[src/rtl/pit_pkg.sv]
// Package for the point-in-triangle unit: widths and shared types.
// No dependencies.
package pit_pkg;
  localparam int unsigned CoordBitsDef = 24;
  localparam int unsigned TolBits      = 16;
  localparam int unsigned QueueDepth   = 4;
endpackage

[src/rtl/pit_queue.sv]
// Small result queue between back pipeline and result port.
// Depends on pit_pkg.
module pit_queue #(
  parameter int unsigned Depth = pit_pkg::QueueDepth
) (
  input  logic       clk_i,
  input  logic       rst_ni,
  input  logic       push_i,
  input  logic [1:0] data_i,
  output logic       full_o,
  input  logic       pop_i,
  output logic       empty_o,
  output logic [1:0] data_o
);
  localparam int unsigned AW = $clog2(Depth);
  logic [1:0]    mem_q [Depth];
  logic [AW-1:0] wr_q, rd_q;
  logic [AW:0]   cnt_q;
  logic do_push, do_pop;
  assign full_o  = cnt_q == (AW+1)'(Depth);
  assign empty_o = cnt_q == '0;
  assign do_push = push_i && !full_o;
  assign do_pop  = pop_i && !empty_o;
  assign data_o  = mem_q[rd_q];

  always_ff @(posedge clk_i or negedge rst_ni) begin
    if (!rst_ni) begin
      wr_q <= '0; rd_q <= '0; cnt_q <= '0;
    end else begin
      if (do_push) wr_q <= (wr_q == AW'(Depth-1)) ? '0 : wr_q + 1'b1;
      if (do_pop)  rd_q <= (rd_q == AW'(Depth-1)) ? '0 : rd_q + 1'b1;
      cnt_q <= cnt_q + (AW+1)'(do_push) - (AW+1)'(do_pop);
    end
  end
  always_ff @(posedge clk_i) begin
    if (do_push) mem_q[wr_q] <= data_i;
  end
endmodule

[config.mk]
export PLATFORM = sky130hd
export DESIGN_NAME = pit_queue
export DESIGN_NICKNAME = d
export VERILOG_FILES = /design/src/rtl/pit_pkg.sv /design/src/rtl/pit_queue.sv
export SDC_FILE = /design/constraint.sdc
export NUM_CORES = 1
export LEC_CHECK = 0
export BUFFER_PORTS_ARGS = -buffer_cell sky130_fd_sc_hd__clkbuf_2
export CELL_PAD_IN_SITES_DETAIL_PLACEMENT = 1
export CELL_PAD_IN_SITES_GLOBAL_PLACEMENT = 1
export CORE_UTILIZATION = 44
export CTS_CLUSTER_SIZE = 40
export DETAILED_ROUTE_END_ITERATION = 6
export HOLD_SLACK_MARGIN = 0.08
export PLACE_DENSITY_LB_ADDON = 0.1
export SYNTH_ARGS = -nofsm -noshare
export SYNTH_HDL_FRONTEND = slang
export SYNTH_SLANG_ARGS = --single-unit
export TNS_END_PERCENT = 50
[constraint.sdc]
create_clock -name clk_i -period 2.85 [get_ports clk_i]
set_input_delay 0.285 -clock clk_i [delete_from_list [all_inputs] [get_ports clk_i]]
set_output_delay 0.285 -clock clk_i [all_outputs]
set_load 0.02 [all_outputs]
# After elaboration in Yosys (flattened, before gate mapping)
# Memories as Yosys holds them, arrays and structs flattened.
# Index checks and enable logic that the tools add are counted.
# Widths: inputs -> output; s select.
# totals
ram_bits	8
elab_cells	20
n_memories	1
inputBits	6
regBits	7
output_inout_bits	4
# mem_list
name	words	width	rd	rd_ports_with_merged_regs	write_ports	line	rtl
mem_q	4	2	1	0	1	pit_queue.sv:16	logic [1:0] mem_q [Depth];
# op_classes
n_reduce_logical	5
addsub	4
n_eq_ne	3
mux	4
# op_table
operator	count
$add 2x1->2 const B	2
$eq 2x2->1 const B	2
$mux 2	2
$add 3x1->3	1
$eq 3x3->1 const B	1
$logic_not 3->1	1
$sub 3x1->3	1
$logic_and 1x1->1	2
$logic_not 1->1	2
$mux 1	2

# Longest topological paths before layout
# Gate-level depths: netlist of run 1.
# logic_depth
depth_word	5
ltp_mapped	10
depth_no_buf	10

# Least setup slack after synthesis of run 1
# OpenSTA, ideal clock, no wires.
# synth_timing
path_type	reg2reg
startpoint	register cnt_q[1]
endpoint	register cnt_q[2]
t_required_ns	2.727
stages_incl_launch_ff	11
arrival_ns	2.404
synth_period_minus_slack_ns	2.526
setup_ns	0.123
slack_ns	0.324
path_buffers	0
cell_sequence	dfrtp_1 nor3_1 nand2b_4 inv_1 ha_1 inv_1 ha_1 inv_1 fa_1 xnor2_1 xnor2_1
# synth_via
elab_cells_between_ends	8
cone_classes	add/sub (2); eq/ne (1); reduce/logical (5)
# synth_lines
item	line	rtl
start, declared	pit_queue.sv:18	logic [AW:0] cnt_q;
start signal, assigned	pit_queue.sv:32	cnt_q <= cnt_q + (AW+1)'(do_push) - (AW+1)'(do_pop);
$logic_not 3->1	pit_queue.sv:21	assign empty_o = cnt_q == '0;
named net empty_o	pit_queue.sv:12	output logic empty_o,
$logic_not 1->1	pit_queue.sv:23	assign do_pop = pop_i && !empty_o;
$logic_and 1x1->1	pit_queue.sv:23	
named net do_pop	pit_queue.sv:19	logic do_push, do_pop;
$sub 3x1->3	pit_queue.sv:32	
# The timed path passes the listed nets, and every way through them passes these cells.
# A chain may end at the register's enable or synchronous reset.

# Worst setup path after layout of run 1
# layout_timing
startpoint	register cnt_q[1]
endpoint	register cnt_q[2]
# layout_via
elab_cells_between_ends	8
cone_classes	add/sub (2); eq/ne (1); reduce/logical (5)
# layout_lines
item	line
$logic_not 3->1	pit_queue.sv:21
$logic_not 1->1	pit_queue.sv:23
$logic_and 1x1->1	pit_queue.sv:23
named net do_pop	pit_queue.sv:19
$sub 3x1->3	pit_queue.sv:32
# The timed path passes the listed nets, and every way through them passes these cells.

==> metrics.cfg, run 1 <==
[outcome]
status = completed

[power_and_ir_drop]
vdd_drop_max_mv = 0.453
p_leak_nw = 0.379
powerDensity_nw_per_um2 = 1040

[routing]
drc = 0
viasPerCell = 5.11
dr.pass1.iters = 2
vias = 404
drtIter0Drc = 1
wl_per_cell_um = 14.9
final_antenna_net_count = 0
routed_wl_um = 1180

[synth]
syn-instance-count = 49
synth_common_cells = edfxtp_1, dfrtp_1, ha_1, inv_1, and2_1
synth_area_leaders = edfxtp_1, dfrtp_1, ha_1
syn_nets = 63
syn_avg_cell_area_um2 = 15.1
ys_seq_area_share_pct = 56.3
synthArstFlopShare_pct = 46.7
netlist_area_um2 = 738
ys_ff_latch = 15
synth_top_flop_cell = edfxtp_1
synth_enable_flop_cells = 8
synth.most_common_cell = edfxtp_1
synth.top_cell.area_share_pct = 32.5
yosysTopAreaCell = edfxtp_1
ys_types = 17
ys_warn_count = 0

[place]
portBuffers = 9
gp_congestion = 0.679
placed_cell_area_um2 = 803
preCtsSetupSlack_ns = 0.615
hpwl_um = 971
dp.cells = 74

[sta]
finalSetupViolations = 0
worst_pin_slew_ns = 0.263
hold_violations = 0
tns_ns = 0
grt_setup_unrepaired = no
fin_skew_ns = 0.000971
min_period_over_period_pct = 78.5
relSlewSlack_pct = 82.4
slew_viol_final = 0
setup_slack_ns = 0.613
min_period_ns = 2.24
fmax_mhz = 447

[clock_tree]
cts_buffer_depth = 2
post_cts_buffers = 0
cts.sinks = 15
clock_latency_ns = 0.28
cts_buffers = 3
h-tree-depth = 1
root_buffer = clkbuf_4
cts_tree = yes
clk_pin_slew_ns = 0.09

[grt]
grt_pass1_wl_um = 2010
grt_antenna_before_repair = 0
track_usage_pct = 15.6
grt_use_met3_pct = 2.55
grt_use_met2_pct = 27.3
grt_max_degree = 10
grtUsageMet1_pct = 18.5
grt_overflow = 0
grt_pass1_vias = 442
busiest_layer = met2

[layout]
num_antenna_cells = 0
finish.utilization_pct = 54.5
areaGrowthSynthToFinish_pct = 13.9
final_cells = 79
drive_above_1_share_pct = 33.3
postLayoutCellArea_um2 = 841
final_nets = 78

[job]
maxCapViolCount = 0

[floorplanning]
die_y_um = 43.0
fp-row-count = 14
core_um2 = 1540
dieArea_um2 = 1850
num_io_pins = 10
fp.dieW_um = 43.0
start_util_pct = 47.9

[min_path]
hp-class = in2reg
hp-start = data_i[1]

[setup_path]
path_class = reg2reg
cp-start-kind = flop
crit_required_ns = 3.06
critPathLaunch = cnt_q[1]$_DFF_PN0_
timing.critical_path.fanout_max = 4
crit_arrival_ns = 2.45
r2r_start = cnt_q[1]$_DFF_PN0_
cp-end-kind = flop

cell type report:
type,count,area [um^2]
tap,16,20.0
multi-input combinational,27,297
timing repair buffer,10,55.1
clock buffer,3,22.5
sequential,15,415
inverter,7,26.3
clock inverter,1,5.00
fill,153,701
registers in the layout, summed over array words and instances, names as in the netlist:
| name | cells |
|---|---|
| rd_q | 2 |
| wr_q | 2 |
| cnt_q | 3 |
| mem_q | 8 |
critical path: stages, from the launching register on:
cell and delay [ns]:
dfrtp_1 0.47, nor3_1 0.27, nand2b_4 0.19, inv_1 0.05
ha_1 0.27, inv_1 0.06, ha_1 0.13, inv_1 0.04
fa_1 0.37, xnor2_1 0.18, xnor2_1 0.14
through the flow:
| stage | hold slack (ns) | total power [mW] |
|---|---|---|
| finish | 0.222 | 0.870 |
| detailed placement | 0.144 | 0.761 |
| floorplan | -0.0106 | 0.660 |
| CTS | 0.213 | 0.887 |
| global placement | 0.134 | 0.722 |
| global route | 0.206 | 0.948 |
kinds of logic (layout without fill, tap and decap cells):
| kind of cell | after synthesis | after routing | synth area share (%) |
|---|---|---|---|
| flip-flops | 15 | 15 | 56.3 |
| AND/OR/NAND/NOR | 11 | 11 | 11.2 |
| buffers and inverters | 7 | 21 | 3.56 |
| XOR/XNOR | 2 | 2 | 2.37 |
| multiplexers | 5 | 5 | 11.2 |
| AO/OA/AOI/OAI | 1 | 1 | 0.848 |
| adder cells (fa/ha/maj) | 8 | 8 | 14.6 |
metal layers:
metal,up-vias,share of wire [%]
met5,-,0
met4,0,1.2
met3,2,2.7
met2,8,55
met1,200,41
li1,194,-
worst paths after layout:
kind	endpoint	slack (ns)	cells past startpoint
max	cnt_q[2]$_DFF_PN0_	0.61	10
min	mem_q[3][1]$_DFFE_PP_	0.22	1
max reg2reg	cnt_q[2]$_DFF_PN0_	0.61	10
min reg2reg	cnt_q[2]$_DFF_PN0_	0.52	1
max in group asynchronous	cnt_q[2]$_DFF_PN0_	2.30	2
min in group asynchronous	rd_q[1]$_DFFE_PN0P_	0.38	2
cell usage in the layout (no fill, tap or decap):
master	n
nor3_1	1
fa_1	1
nor2_1	2
xnor2_1	2
clkinv_2	1
nand2_1	1
nor2b_2	1
nand2b_4	1
clkbuf_4	3
mux2_2	2
nor3b_4	1
o22ai_1	1
mux2_4	1
mux4_2	2
dfrtp_1	7
inv_1	7
and2_1	4
ha_1	7
clkbuf_2	9
edfxtp_1	8
dlygate4sd3_1	1
timing repair:
item	CTS	global route
endpoints found under the setup margin	0	0
resized for setup	0	0
endpoints found under the hold margin	7	0
hold buffers	1	0
report_power, final:
part	total, mW	switching (mW)	internal [mW]
logic	0.363	0.174	0.189
registers	0.385	0.0757	0.309
clock network	0.123	0.0708	0.0521
No activity file was read; power rests on OpenSTA's default activity.
==> inputs of run 2 (changes only) <==
--- a/config.mk
+++ b/config.mk
@@ -5,10 +5,11 @@
 export SDC_FILE = /design/constraint.sdc
 export NUM_CORES = 1
 export LEC_CHECK = 0
+export ABC_AREA = 1
 export BUFFER_PORTS_ARGS = -buffer_cell sky130_fd_sc_hd__clkbuf_2
 export CELL_PAD_IN_SITES_DETAIL_PLACEMENT = 1
 export CELL_PAD_IN_SITES_GLOBAL_PLACEMENT = 1
-export CORE_UTILIZATION = 44
+export CORE_UTILIZATION = 38
 export CTS_CLUSTER_SIZE = 40
 export DETAILED_ROUTE_END_ITERATION = 6
 export HOLD_SLACK_MARGIN = 0.08
==> constraint.sdc (replaced) <==
create_clock -name clk_i -period 1.9 [get_ports clk_i]
set_input_delay 0.19 -clock clk_i [delete_from_list [all_inputs] [get_ports clk_i]]
set_output_delay 0.19 -clock clk_i [all_outputs]
set_load 0.02 [all_outputs]
==> metrics.cfg, run 2 <==
[synth]
ys_warn_count = 0
synth_enable_flop_cells = 8
netlist_area_um2 = 820
synth_area_leaders = edfxtp_1, dfrtp_1, ha_1
syn_nets = 97
synth.most_common_cell = inv_1
ys_types = 15
ys_seq_area_share_pct = 50.7
syn-instance-count = 83
syn_avg_cell_area_um2 = 9.87
yosysTopAreaCell = edfxtp_1
ys_ff_latch = 15
synth_top_flop_cell = edfxtp_1
synthArstFlopShare_pct = 46.7
synth.top_cell.area_share_pct = 29.3
synth_common_cells = inv_1, nand2_1, edfxtp_1, dfrtp_1, ha_1

[routing]
final_antenna_net_count = 0
vias = 572
routed_wl_um = 1430
wl_per_cell_um = 11.1
drtIter0Drc = 3
drc = 0
viasPerCell = 4.43
dr.pass1.iters = 4

[power_and_ir_drop]
p_leak_nw = 0.503
power_mw = 1.52
powerDensity_nw_per_um2 = 1520
vdd_drop_max_mv = 0.585

[layout]
largest-register = mem_q
final_cell_mix = inv_1, nand2_1, clkbuf_2
areaGrowthSynthToFinish_pct = 22.6
top_regs = mem_q (8), cnt_q (3)
largest_reg_flops = 8
final_nets = 117
postLayoutCellArea_um2 = 1000
finish.utilization_pct = 50.2
final_cells = 129
num_antenna_cells = 0
layout_commonest_cell = inv_1
drive_above_1_share_pct = 34.3

[sta]
grt_setup_unrepaired = yes
finalSetupViolations = 0
worst_pin_slew_ns = 0.321
fin_skew_ns = 0.00411
min_period_over_period_pct = 95.7
hold_violations = 0
slew_viol_final = 0
fmax_mhz = 550
min_period_ns = 1.82
relSlewSlack_pct = 78.6

[place]
dp.cells = 121
placed_cell_area_um2 = 916
portBuffers = 9
hpwl_um = 1100
gp_congestion = 0.688

[setup_path]
path_class = reg2reg
cp_slowest_cell = fa_2
crit_arrival_ns = 2.00
critPathMaxStageDelay_ns = 0.52
cp-end-kind = flop
ff2ff_path_depth = 10
r2r_slack_ns = 0.08
cp-start-kind = flop
crit_top_cell = inv_2
r2r_end = cnt_q[1]$_DFF_PN0_
crit_required_ns = 2.08
timing.critical_path.fanout_max = 2
r2r_start = cnt_q[1]$_DFF_PN0_
path_cells = nor2_4 > nand2_2 > nand2_2 > inv_2 > ha_4 > inv_4 > ha_4 > inv_2 > fa_2 > inv_2

[floorplanning]
die_y_um = 48.4
fp-row-count = 16
num_io_pins = 10
core_um2 = 2000
start_util_pct = 40.9
fp.dieW_um = 48.4
dieArea_um2 = 2350

[min_path]
hp-start = data_i[1]
hp-class = in2reg
holdPathStages = 1
hold_end = mem_q[2][1]$_DFFE_PP_

[clock_tree]
clock_latency_ns = 0.27
cts_buffers = 3
cts_tree = yes
h-tree-depth = 1
root_buffer = clkbuf_4
cts.sinks = 15
cts_buffer_depth = 2
clk_pin_slew_ns = 0.09

[grt]
grt_pass1_vias = 584
grt_max_degree = 12
grt_overflow = 0
grt_pass1_wl_um = 2530
track_usage_pct = 14.5
grt_antenna_before_repair = 0

[job]
maxCapViolCount = 0

[outcome]
status = completed

## run 2: changes by cell type in the layout (fill, tap and decap cells not counted), moves of 3 or more
cell      previous run  this run
buf_4                0         6
nand2_2              0         6
and2_1               4         0
nor2_1               2         5
nand2_1              1        15
o211ai_1             0         4
nand3_1              0         5
inv_1                7        16
inv_2                0         3
## run 2: layer usage
layer | routed length, um | vias to the layer above | global-route usage, %
li1 | - | 293 | -
met1 | 620 | 273 | 16.0
met2 | 775 | 6 | 27.0
met3 | 38 | 0 | 3.77
met4 | 0 | 0 | 4.41
met5 | 0 | - | 0
## run 2: worst max-delay path by stage
stage | start | endpoint | slack, ns | cells past startpoint
6_report | cnt_q[1]$_DFF_PN0_ | cnt_q[1]$_DFF_PN0_ | 0.08 | 10
5_1_grt | cnt_q[1]$_DFF_PN0_ | cnt_q[1]$_DFF_PN0_ | -0.01 | 10
4_1_cts | cnt_q[0]$_DFF_PN0_ | cnt_q[1]$_DFF_PN0_ | 0.01 | 10
3_5_place_dp | cnt_q[1]$_DFF_PN0_ | cnt_q[2]$_DFF_PN0_ | -0.02 | 11
3_3_place_gp | cnt_q[1]$_DFF_PN0_ | cnt_q[2]$_DFF_PN0_ | 0.05 | 11
2_1_floorplan | cnt_q[1]$_DFF_PN0_ | cnt_q[2]$_DFF_PN0_ | 0.05 | 11
## run 2: stage by stage
| stage | hold slack (ns) | TNS, ns | setup WS, ns |
|---|---|---|---|
| final | 0.140 | 0 | 0.0814 |
| after global routing | 0.134 | -0.0105 | -0.0105 |
| after CTS | 0.126 | 0 | 0.0120 |
| after detailed placement | 0.0402 | -0.0209 | -0.0209 |
| after global placement | 0.0428 | 0 | 0.0506 |
| after floorplan | -0.106 | 0 | 0.0545 |
## run 2: logic make-up (layout without fill, tap and decap cells)
logic type | count (synthesis) | in the layout | share of synthesized area [%]
buffers and inverters | 21 | 40 | 9.77
DFF | 15 | 15 | 50.7
and+or+nand+nor | 35 | 35 | 22.7
AOI/OAI and AO/OA | 4 | 4 | 3.66
adders and majority gates | 8 | 8 | 13.1
## run 2: repair_timing
action	4_1_cts	5_1_grt
endpoints found under the setup margin	2	2
gates resized for setup	3	6
hold buffers	1	0
setup buffers	1	2
hold endpoints to repair	7	0
pin swaps	4	5
## run 2: cell type report
cell class	instances	area [um^2]
multi-input combinational	47	352
tap	27	33.8
inverter	20	77.6
clock buffer	4	26.3
sequential	15	415
fill	243	997
timing repair buffer	16	100
## run 2: worst max-delay path: cells and delay by family (launching register included)
family | cells | cell delay, ns
AND/OR/NAND/NOR | 3 | 0.29
buffers and inverters | 4 | 0.16
adder cells (fa/ha/maj) | 3 | 0.84
flip-flops | 1 | 0.42
## run 2: power breakdown
group / leakage (nW) / internal, mW / switching (mW)
logic: 0.331 / 0.336 / 0.429
registers: 0.158 / 0.459 / 0.121
clock network: 0.0150 / 0.0813 / 0.0970
total: 0.503 / 0.876 / 0.646
