==> src/rtl/pit_pkg.sv <==
// Package for the point-in-triangle unit: widths and shared types.
// No dependencies.
package pit_pkg;
  localparam int unsigned CoordBitsDef = 24;
  localparam int unsigned TolBits      = 16;
  localparam int unsigned QueueDepth   = 4;
endpackage

==> src/rtl/pit_front.sv <==
// Front stage: bounding box screen and difference vectors for one query.
// Depends on pit_pkg.
module pit_front #(
  parameter int unsigned CoordBits = pit_pkg::CoordBitsDef
) (
  input  logic                            clk_i,
  input  logic                            rst_ni,
  input  logic                            valid_i,
  output logic                            ready_o,
  input  logic [pit_pkg::TolBits-1:0]     tol_i,
  input  logic signed [CoordBits-1:0]     ax_i,
  input  logic signed [CoordBits-1:0]     ay_i,
  input  logic signed [CoordBits-1:0]     bx_i,
  input  logic signed [CoordBits-1:0]     by_i,
  input  logic signed [CoordBits-1:0]     cx_i,
  input  logic signed [CoordBits-1:0]     cy_i,
  input  logic signed [CoordBits-1:0]     px_i,
  input  logic signed [CoordBits-1:0]     py_i,
  output logic                            valid_o,
  input  logic                            ready_i,
  output logic                            inbox_o,
  output logic signed [CoordBits:0]       d_o [8]
);
  import pit_pkg::*;
  localparam int unsigned EW = (CoordBits > TolBits ? CoordBits : TolBits) + 2;
  logic signed [EW-1:0] xmin, xmax, ymin, ymax, tol;
  logic inbox;
  logic valid_q;
  logic signed [CoordBits-1:0] xl, xh, yl, yh;

  always_comb begin
    xl = ax_i; xh = ax_i; yl = ay_i; yh = ay_i;
    if (bx_i < xl) xl = bx_i;
    if (cx_i < xl) xl = cx_i;
    if (bx_i > xh) xh = bx_i;
    if (cx_i > xh) xh = cx_i;
    if (by_i < yl) yl = by_i;
    if (cy_i < yl) yl = cy_i;
    if (by_i > yh) yh = by_i;
    if (cy_i > yh) yh = cy_i;
    tol  = EW'(signed'({1'b0, tol_i}));
    xmin = EW'(xl) - tol;
    xmax = EW'(xh) + tol;
    ymin = EW'(yl) - tol;
    ymax = EW'(yh) + tol;
    inbox = !(EW'(px_i) < xmin || EW'(px_i) > xmax ||
              EW'(py_i) < ymin || EW'(py_i) > ymax);
  end

  assign ready_o = !valid_q || ready_i;
  assign valid_o = valid_q;

  always_ff @(posedge clk_i or negedge rst_ni) begin
    if (!rst_ni) begin
      valid_q <= 1'b0;
    end else if (ready_o) begin
      valid_q <= valid_i;
    end
  end

  always_ff @(posedge clk_i) begin
    if (ready_o && valid_i) begin
      inbox_o <= inbox;
      d_o[0]  <= (CoordBits+1)'(bx_i) - (CoordBits+1)'(ax_i);
      d_o[1]  <= (CoordBits+1)'(by_i) - (CoordBits+1)'(ay_i);
      d_o[2]  <= (CoordBits+1)'(cx_i) - (CoordBits+1)'(ax_i);
      d_o[3]  <= (CoordBits+1)'(cy_i) - (CoordBits+1)'(ay_i);
      d_o[4]  <= (CoordBits+1)'(px_i) - (CoordBits+1)'(ax_i);
      d_o[5]  <= (CoordBits+1)'(py_i) - (CoordBits+1)'(ay_i);
      d_o[6]  <= (CoordBits+1)'(px_i) - (CoordBits+1)'(bx_i);
      d_o[7]  <= (CoordBits+1)'(py_i) - (CoordBits+1)'(by_i);
    end
  end
endmodule

==> config.mk <==
export PLATFORM = sky130hd
export DESIGN_NAME = pit_front
export DESIGN_NICKNAME = d
export VERILOG_FILES = /design/src/rtl/pit_pkg.sv /design/src/rtl/pit_front.sv
export SDC_FILE = /design/constraint.sdc
export NUM_CORES = 1
export LEC_CHECK = 0
export ABC_AREA = 1
export BUFFER_PORTS_ARGS = -buffer_cell sky130_fd_sc_hd__buf_2
export CAP_MARGIN = 0
export CORE_ASPECT_RATIO = 0.6
export CORE_MARGIN = 5
export CORE_UTILIZATION = 47
export DETAILED_ROUTE_END_ITERATION = 8
export GPL_ROUTABILITY_DRIVEN = 0
export PLACE_DENSITY = 0.69
export REMOVE_ABC_BUFFERS = 1
export SETUP_SLACK_MARGIN = 0.1
export SYNTH_ARGS = -nofsm -noshare
export SYNTH_HDL_FRONTEND = slang
export SYNTH_SLANG_ARGS = --single-unit
==> constraint.sdc <==
create_clock -name clk_i -period 13.3 [get_ports clk_i]
set_input_delay 2.66 -clock clk_i [delete_from_list [all_inputs] [get_ports clk_i]]
set_output_delay 2.66 -clock clk_i [all_outputs]
set_load 0.1 [all_outputs]
# [Word level (Yosys, flattened, before mapping)]
# Index checks and enable logic that the tools add are counted.
[word_totals] register_bits=202 latchBits=0 ramBits=0 romBits=0 word_cells=49 n_memories=0
[op_classes] addsub=12 n_mul=0 div=0 order_cmp=12 n_eq_ne=0 shift=0 mux=8 n_bitwise=0 reduce_logical=7
[op_table] operator="24-bit by 24-bit subtractor with 25-bit output" n=8
[op_table] operator="24-bit 2-to-1 mux" n=8
[op_table] operator="24-bit greater-than comparator" n=4
[op_table] operator="24-bit less-than comparator" n=4
[op_table] operator="24-bit by 17-bit adder with 25-bit output" n=2
[op_table] operator="24-bit by 25-bit greater-than comparator with 1-bit output" n=2
[op_table] operator="24-bit by 25-bit less-than comparator with 1-bit output" n=2
[op_table] operator="24-bit by 17-bit subtractor with 25-bit output" n=2
[op_table] operator="1-bit logical OR" n=4
[op_table] operator="1-bit zero test" n=2
[op_table] operator="1-bit logical AND" n=1

# [Longest topological paths before layout]
# Gate-level depths: netlist (run 1).
[depth] depth_word=10 ltp_mapped=58

# [Worst setup path after synthesis (run 1)]
# OpenSTA, ideal clock, no wires.
[synth_timing] path_kind="input to register" startpoint="in valid_i" endpoint="reg d_o[0] (netlist name) (enable)" setup_ns=0.827 arrival_ns=12.351 t_required_ns=12.473 path_slack_ns=0.122 stages=2 path_buffers=0 cell_sequence="inv_1 > a21oi_1"
[synth_via] elab_chain_cells=1
[synth_rtl] element="from (decl)" line="pit_front.sv:8" text="input logic valid_i,"
[synth_rtl] element="1-bit logical AND" line="pit_front.sv:62" text="if (ready_o && valid_i) begin"
[synth_rtl] element="to (decl)" line="pit_front.sv:22" text="output logic signed [CoordBits:0] d_o [8]"
# No other way between the ends.
# A chain may end at the register's enable or synchronous reset.

# [Worst setup path after layout (run 1)]
[layout_timing] startpoint="in ax_i[0]" endpoint="reg inbox_o, data pin"
[layout_via] elab_chain_cells=10 elab_cells_between_ends=16
[layout_rtl] element="from (decl)" line="pit_front.sv:11" text="input logic signed [CoordBits-1:0] ax_i,"
[layout_rtl] element="24-bit less-than comparator or 24-bit greater-than comparator (tied branches)" line="pit_front.sv:33, pit_front.sv:35"
[layout_rtl] element="24-bit 2-to-1 mux (on tied branches)" line="pit_front.sv:33, pit_front.sv:35"
[layout_rtl] element="24-bit less-than comparator or 24-bit greater-than comparator (tied branches)" line="pit_front.sv:34, pit_front.sv:36"
[layout_rtl] element="24-bit 2-to-1 mux (on tied branches)" line="pit_front.sv:34, pit_front.sv:36"
[layout_rtl] element="24-bit by 17-bit subtractor with 25-bit output or 24-bit by 17-bit adder with 25-bit output (tied branches)" line="pit_front.sv:42, pit_front.sv:43"
[layout_rtl] element="24-bit by 25-bit less-than comparator with 1-bit output or 24-bit by 25-bit greater-than comparator with 1-bit output (tied branches)" line="pit_front.sv:46" text="inbox = !(EW'(px_i) < xmin || EW'(px_i) > xmax ||"
[layout_rtl] element="1-bit logical OR (*) (2 in a row)" line="pit_front.sv:46"
[layout_rtl] element="1-bit logical OR (*)" line="pit_front.sv:47" text="EW'(py_i) < ymin || EW'(py_i) > ymax);"
[layout_rtl] element="1-bit zero test (*)" line="pit_front.sv:46"
[layout_rtl] element="named net inbox" line="pit_front.sv:27" text="logic inbox;"
[layout_rtl] element="to (signal assigned)" line="pit_front.sv:63" text="inbox_o <= inbox;"
[layout_rtl] element="to (decl)" line="pit_front.sv:21" text="output logic inbox_o,"
# The timed path passes the listed nets; every way through them passes the cells marked *.

==> metrics.txt, run 1 <==
Post-Synthesis Cell Area=about 0.024 mm^2; Clk pwr share=14.2%; Worst Max-Slew Pin Slew=0.944 ns; Crit path required time=13.69 ns; Synth area leader=edfxtp_1; syn_area_per_cell=around 7.9 um^2; clk root buf=clkbuf_16; CP Capture Type=flip-flop; filler instances=4949; Yosys top cell area share=~25%; vias in the first global route=21.2k; Total GRT Usage=27.4%; register area share after synthesis=25.0%; Period minus WS final=12.01 ns; hold crit path type=reg -> reg; final setup margin=around 1.3 ns; ranking of synthesized cells by area=edfxtp_1, ha_1, nand2_1; global route overflow=0; CTS Buf Count=22; clock-pin slew on the worst setup and hold paths=~0.060 ns; worst-case vdd ir drop=roughly 100 uV; via/cell ratio=5.46; maxcap violations=0; post-synthesis cell type count=between 50 and 60; fin crit share=about nine tenths; Layout Area Growth over Synthesis=14.7%; Initial Util=between 40% and 50%; drt first-iter violations=approximately 2.1k; Worst Path Class, Setup=in -> reg; LEAKAGE=14.1 nW; row count=64; Critical Path Source Type=input pin; DR pass1 iterations=6; Bufs on Longest Clock Path=3; status=complete, no violations; ratio of cells with drive above 1 in the final layout=15.0%; DRC Markers=0; Detail Route Antenna Nets=0; DR WL/cell=approximately 19 um; CP max-delay cell=a31o_1; Detailed Route WL=80.0 mm; Slew Limit Fails=0; Achievable Freq=roughly 83 MHz; P_int=2.00 mW; post-CTS sizing=0; clk_lat worst skew=0.55 ns; Post-CTS Setup Repair Bufs=0; initial antenna violation count=0; Port Buf Inserts=around 410; synth warn=0; FF/Latch Area=0.00606 mm^2; Die X-Extent=303 um; CORE AREA=around 0.051 mm^2; WP data arrival=12.40 ns; Total Power=4.22 mW; Reg power frac=19.7%; area of the multi-input gates=around 0.017 mm^2; Psw=2.22 mW; CP peak stage delay=0.43 ns; RSZ-0062 raised after global routing=false; vias=23.0k; first-pass GRT wire length=roughly 120 mm; Setup Viol. Count Final=0; CTS H-Tree Depth=1; Setup WS pre-CTS=1.12 ns; switching power share of the total=52.7%; Total Neg Setup Slack=0 ns; hold bufs inserted after CTS=0; antenna diode count=0; max_slew headroom=36.6%; FF+latch count, synth=between 200 and 250; Sink Count=202; CTS tree=built; Die Footprint=0.0564 mm^2; pin count of the biggest net entering global routing=142; die height=186 um; Nets=about 4.2k; Crit Path Max Fanout=36; Clock Skew=0.0194 ns; dpl hpwl=67.7 mm; IO Pins=415; Logic pwr share=around 66%; Crit path top cell by count=nand2_1; Mapped Cells=3085; pwr dens=152 mW/mm^2; final hold viol count=0
-- layout make-up --
cell class | instances | share of cell area, %
Clock buffer | 28 | 2.14
Clock inverter | 11 | 0.261
Inverter | 363 | 4.90
Multi-Input combinational cell | 2484 | 60.0
Sequential cell | 202 | 21.8
Tap cell | 693 | 3.12
Timing Repair Buffer | 427 | 7.84
-- cells in the mapped netlist, drive strengths merged --
cell and n:
a2111oi 1, a211o 2, a211oi 14, a21boi 8
a21o 16, a21oi 315, a221oi 11, a31o 5
a31oi 24, a41o 1, a41oi 2, buf 15
clkbuf 21, dfrtp 1, edfxtp 201, fa 12
ha 448, inv 363, nand2 742, nand3 121
nand3b 7, nand4 38, nor2 101, nor3 24
nor3b 2, nor4 7, nor4b 1, o2111ai 2
o211a 1, o211ai 10, o21a 6, o21ai 256
o21bai 24, o221ai 11, o31ai 4, or2 1
or4 1, xnor2 91, xor2 175
-- per-stage QoR --
step	utilization, %	std cells	hold WS, ns	cell area, um^2
2_1_floorplan	-	3049	1.71	24100
3_3_place_gp	53.3	4169	0.584	27200
3_5_place_dp	53.3	4169	0.585	27200
4_1_cts	54.6	4208	0.595	27800
5_1_grt	54.6	4208	0.635	27800
6_report	54.6	4208	0.585	27800
-- cells in the final DEF, fill, tap and decap left out, drive strengths merged, types with 10 or more instances in the layout --
cell	n
a221oi	11
nand2	742
a21o	16
a21oi	315
o211ai	10
xor2	175
edfxtp	201
inv	365
o21ai	256
o221ai	11
clkbuf	28
nand4	38
o21bai	24
fa	12
ha	448
xnor2	91
nand3	121
nor3	24
buf	427
a211oi	14
nor2	101
a31oi	24
-- final timing paths --
path	endpoint	startpoint	slack (ns)	cells past startpoint
worst max-delay path	inbox_o	ax_i[0]	1.29	52
worst min-delay path	valid_o	valid_o	0.58	2
worst max register to register	d_o[73]	valid_o	10.95	3
worst min register to register	valid_o	valid_o	0.58	2
max in group asynchronous	valid_o	rst_ni	11.32	1
min in group asynchronous	valid_o	rst_ni	1.89	1
-- cells by family after synthesis --
kind of cell	share of synthesized area, %
AND/OR/NAND/NOR	18.8
AO/OA/AOI/OAI	16.3
adder cells (fa/ha/maj)	24.1
buffers and inverters	6.30
XOR/XNOR	9.60
flip-flops	25.0
-- per-layer routing --
| metal | global-route usage (%) | vias to the layer above | share of wire (%) |
|---|---|---|---|
| li1 | - | 11545 | - |
| met1 | 41.9 | 10383 | 48 |
| met5 | 0 | - | 0 |
| met2 | 39.4 | 944 | 39 |
| met3 | 6.74 | 90 | 11 |
| met4 | 4.58 | 0 | 1.8 |
-- sequential cells by signal, summed over array words and instances (netlist names) --
register	flops
valid_o	1
inbox_o	1
d_o	200
-- critical path, delay by kind of cell --
family	cells	cell delay (ns)
xor gates and xnor gates	1	0.15
AOI/OAI and AO/OA	16	3.38
and+or+nand+nor	23	3.15
adders and majority gates	5	1.76
buffers and inverters	7	1.27
-- power groups by stage --
| stage | Combinational [mW] | Clock (mW) | Sequential, mW |
|---|---|---|---|
| final | 2.79 | 0.599 | 0.833 |
| after global placement | 2.70 | 0 | 0.845 |
| after global routing | 3.09 | 0.637 | 0.839 |
| after detailed placement | 2.73 | 0 | 0.846 |
| after CTS | 2.74 | 0.612 | 0.834 |
| after floorplan | 1.57 | 0 | 1.36 |
(Power assumes the default switching activity.)
==> run 2: changes to the inputs <==
--- a/config.mk
+++ b/config.mk
@@ -8,7 +8,7 @@
 export ABC_AREA = 1
 export BUFFER_PORTS_ARGS = -buffer_cell sky130_fd_sc_hd__buf_2
 export CAP_MARGIN = 0
-export CORE_ASPECT_RATIO = 0.6
+export CORE_ASPECT_RATIO = 0.5
 export CORE_MARGIN = 5
 export CORE_UTILIZATION = 47
 export DETAILED_ROUTE_END_ITERATION = 8
==> run 2 against run 1 <==
Against the previous run:
- sequential share of layout area fell by 0.094 points
- hold slack lost 0.0040 ns
- final cell count rose by 0.48%
- clock skew grew 0.0071 ns
- flip-flop and latch count stayed put
- maximum frequency is 1.2% higher
- routed wire length up 2.1%
- worst setup slack improved by 0.15 ns
- critical path depth down 1
- critical endpoint unchanged
- largest cell class unchanged
- largest power group unchanged
- highest routed layer unchanged
==> metrics.txt, run 2 (synthesized netlist as in run 1, its figures left out) <==
status=complete, no violations; DR WL/cell=19.3 um (+1.6%); clk_lat worst skew=0.57 ns (+0.02 ns); routing usage on met1=36.4% (-5.4 points); post-route cell area=0.0280 mm^2 (+0.43%); hold bufs inserted after CTS=0 (unchanged); max reg flops=200 (unchanged); maxcap violations=0 (unchanged); Bufs on Longest Clock Path=3 (unchanged); CP Capture Type=flip-flop; vias=23.6k (+2.6%); initial antenna violation count=27 (+27); Sink Count=202 (unchanged); RSZ-0062 raised after global routing=false; GRT met2 Usage=45.3% (+5.9 points); Port Buf Inserts=414 (unchanged); clock-pin slew on the worst setup and hold paths=0.07 ns (about the same); final hold viol count=0 (unchanged); Detail Route Antenna Nets=0 (unchanged); CORE AREA=0.0507 mm^2 (-0.70%); CP peak stage delay=0.81 ns (+0.38 ns); Period minus WS final=11.86 ns (-0.146 ns); Clock Skew=0.0265 ns (+0.00711 ns); CP max-delay cell=inv_1; post-CTS sizing=0 (unchanged); fin crit share=89.2% (-1.1 points); met3 usage=4.28% (-2.5 points); WP data arrival=12.29 ns (-0.11 ns); Crit path required time=13.73 ns (+0.04 ns); WHS=0.581 ns (-0.00405 ns); pin count of the biggest net entering global routing=72 (-49%); Crit path top cell by count=nand2_1; max_slew headroom=23.1% (-13 points); pwr dens=151 mW/mm^2 (-0.59%); Die Footprint=0.0566 mm^2 (+0.23%); Total Neg Setup Slack=0 ns (unchanged); worst-case vdd ir drop=84.3 uV (-18%); first-pass GRT wire length=123 mm (+1.2%); Setup Viol. Count Final=0 (unchanged); Worst Path Class, Setup=in -> reg; Detailed Route WL=81.7 mm (+2.1%); filler instances=4806 (-2.9%); DR pass1 iterations=8 (+2); most frequent cells in the layout=nand2_1, ha_1, buf_2, inv_1, a21oi_1; clk root buf=clkbuf_16; Crit Path Max Fanout=48 (+33%); die height=171 um (-8.2%); CTS tree=built; most common cell after layout, fill and taps aside=nand2_1; Top reg by flops=d_o; via/cell ratio=5.57 (+2.1%); Achievable Freq=84.3 MHz (+1.2%); hold crit path type=reg -> reg; Die X-Extent=331 um (+9.2%); row count=58 (-9.4%); Nets=4166 (-0.14%); global route overflow=0 (unchanged); Post-CTS Setup Repair Bufs=0 (unchanged); Total GRT Usage=27.4% (+0.082 points); Critical Path Source Type=input pin; drt first-iter violations=2228 (+4.5%); dpl hpwl=68.2 mm (+0.76%); Worst Max-Slew Pin Slew=1.15 ns (+0.209 ns); DP Area=0.0271 mm^2 (-0.25%); Initial Util=47.9% (+0.33 points); LEAKAGE=14.1 nW (+0.18%); CTS Buf Count=23 (+4.5%); IO Pins=415 (unchanged); DRC Markers=0 (unchanged); CTS H-Tree Depth=1 (unchanged); Layout Area Growth over Synthesis=15.2%; vias in the first global route=22.1k (+4.4%); grt peak-use layer=met2; Slew Limit Fails=0 (unchanged); ratio of cells with drive above 1 in the final layout=15.1% (+0.046 points)
-- run 2: cell count changes in the layout (fill, tap and decap cells not counted), moves of 2 or more --
| cell | delta |
|---|---|
| clkbuf_1 | -4 |
| clkinv_2 | -2 |
| clkinv_4 | +2 |
| clkbuf_8 | +5 |
| buf_4 | -6 |
| diode_2 | +27 |
| bufinv_16 | +2 |
-- run 2: critical path: cells and delay by family --
kind	cells	cell delay, ns
simple gates	25	3.74
compound gates	14	2.53
buf+inv	6	1.50
xor+xnor	1	0.15
fa+ha+maj	5	1.71
-- run 2: worst paths after layout --
check                                 to     from  cells after the start  slack [ns]
worst max-delay path             inbox_o  bx_i[0]                     51        1.44
worst min-delay path             valid_o  valid_o                      2        0.58
worst max register to register  d_o[193]  valid_o                      3       10.72
worst min register to register   valid_o  valid_o                      2        0.58
max in group asynchronous        valid_o   rst_ni                      1       11.34
min in group asynchronous        valid_o   rst_ni                      1        1.87
-- run 2: final cells by class --
class                      instances  area, um^2  share of cell area (%)
antenna                           27        67.6                   0.242
clock buffer                      29         648                    2.32
clock inverter                    13         140                   0.501
inverter                         363        1360                    4.87
multi-input combinational       2484       16700                    59.7
sequential                       202        6060                    21.7
tap                              690         863                    3.09
timing repair buffer             420        2120                    7.57
-- run 2: report_power, final --
group,internal (mW),switching (mW),total [mW]
Combinational,0.851,1.85,2.70
Clock,0.388,0.289,0.677
Sequential,0.813,0.0244,0.837
Total,2.05,2.16,4.21
-- run 2: layer usage --
metal	vias to the layer above	routed length, um
met5	-	0
met4	0	3470
li1	11562	-
met3	182	6640
met2	982	37100
met1	10837	34500
-- run 2: stage by stage --
stage,power [mW],setup WS (ns),cells,util [%]
2_1_floorplan,2.93,0.122,3049,-
3_3_place_gp,3.45,1.28,4159,53.5
3_5_place_dp,3.51,0.992,4159,53.5
4_1_cts,4.20,1.55,4201,55.1
5_1_grt,4.55,0.466,4227,55.2
6_report,4.21,1.44,4228,55.2
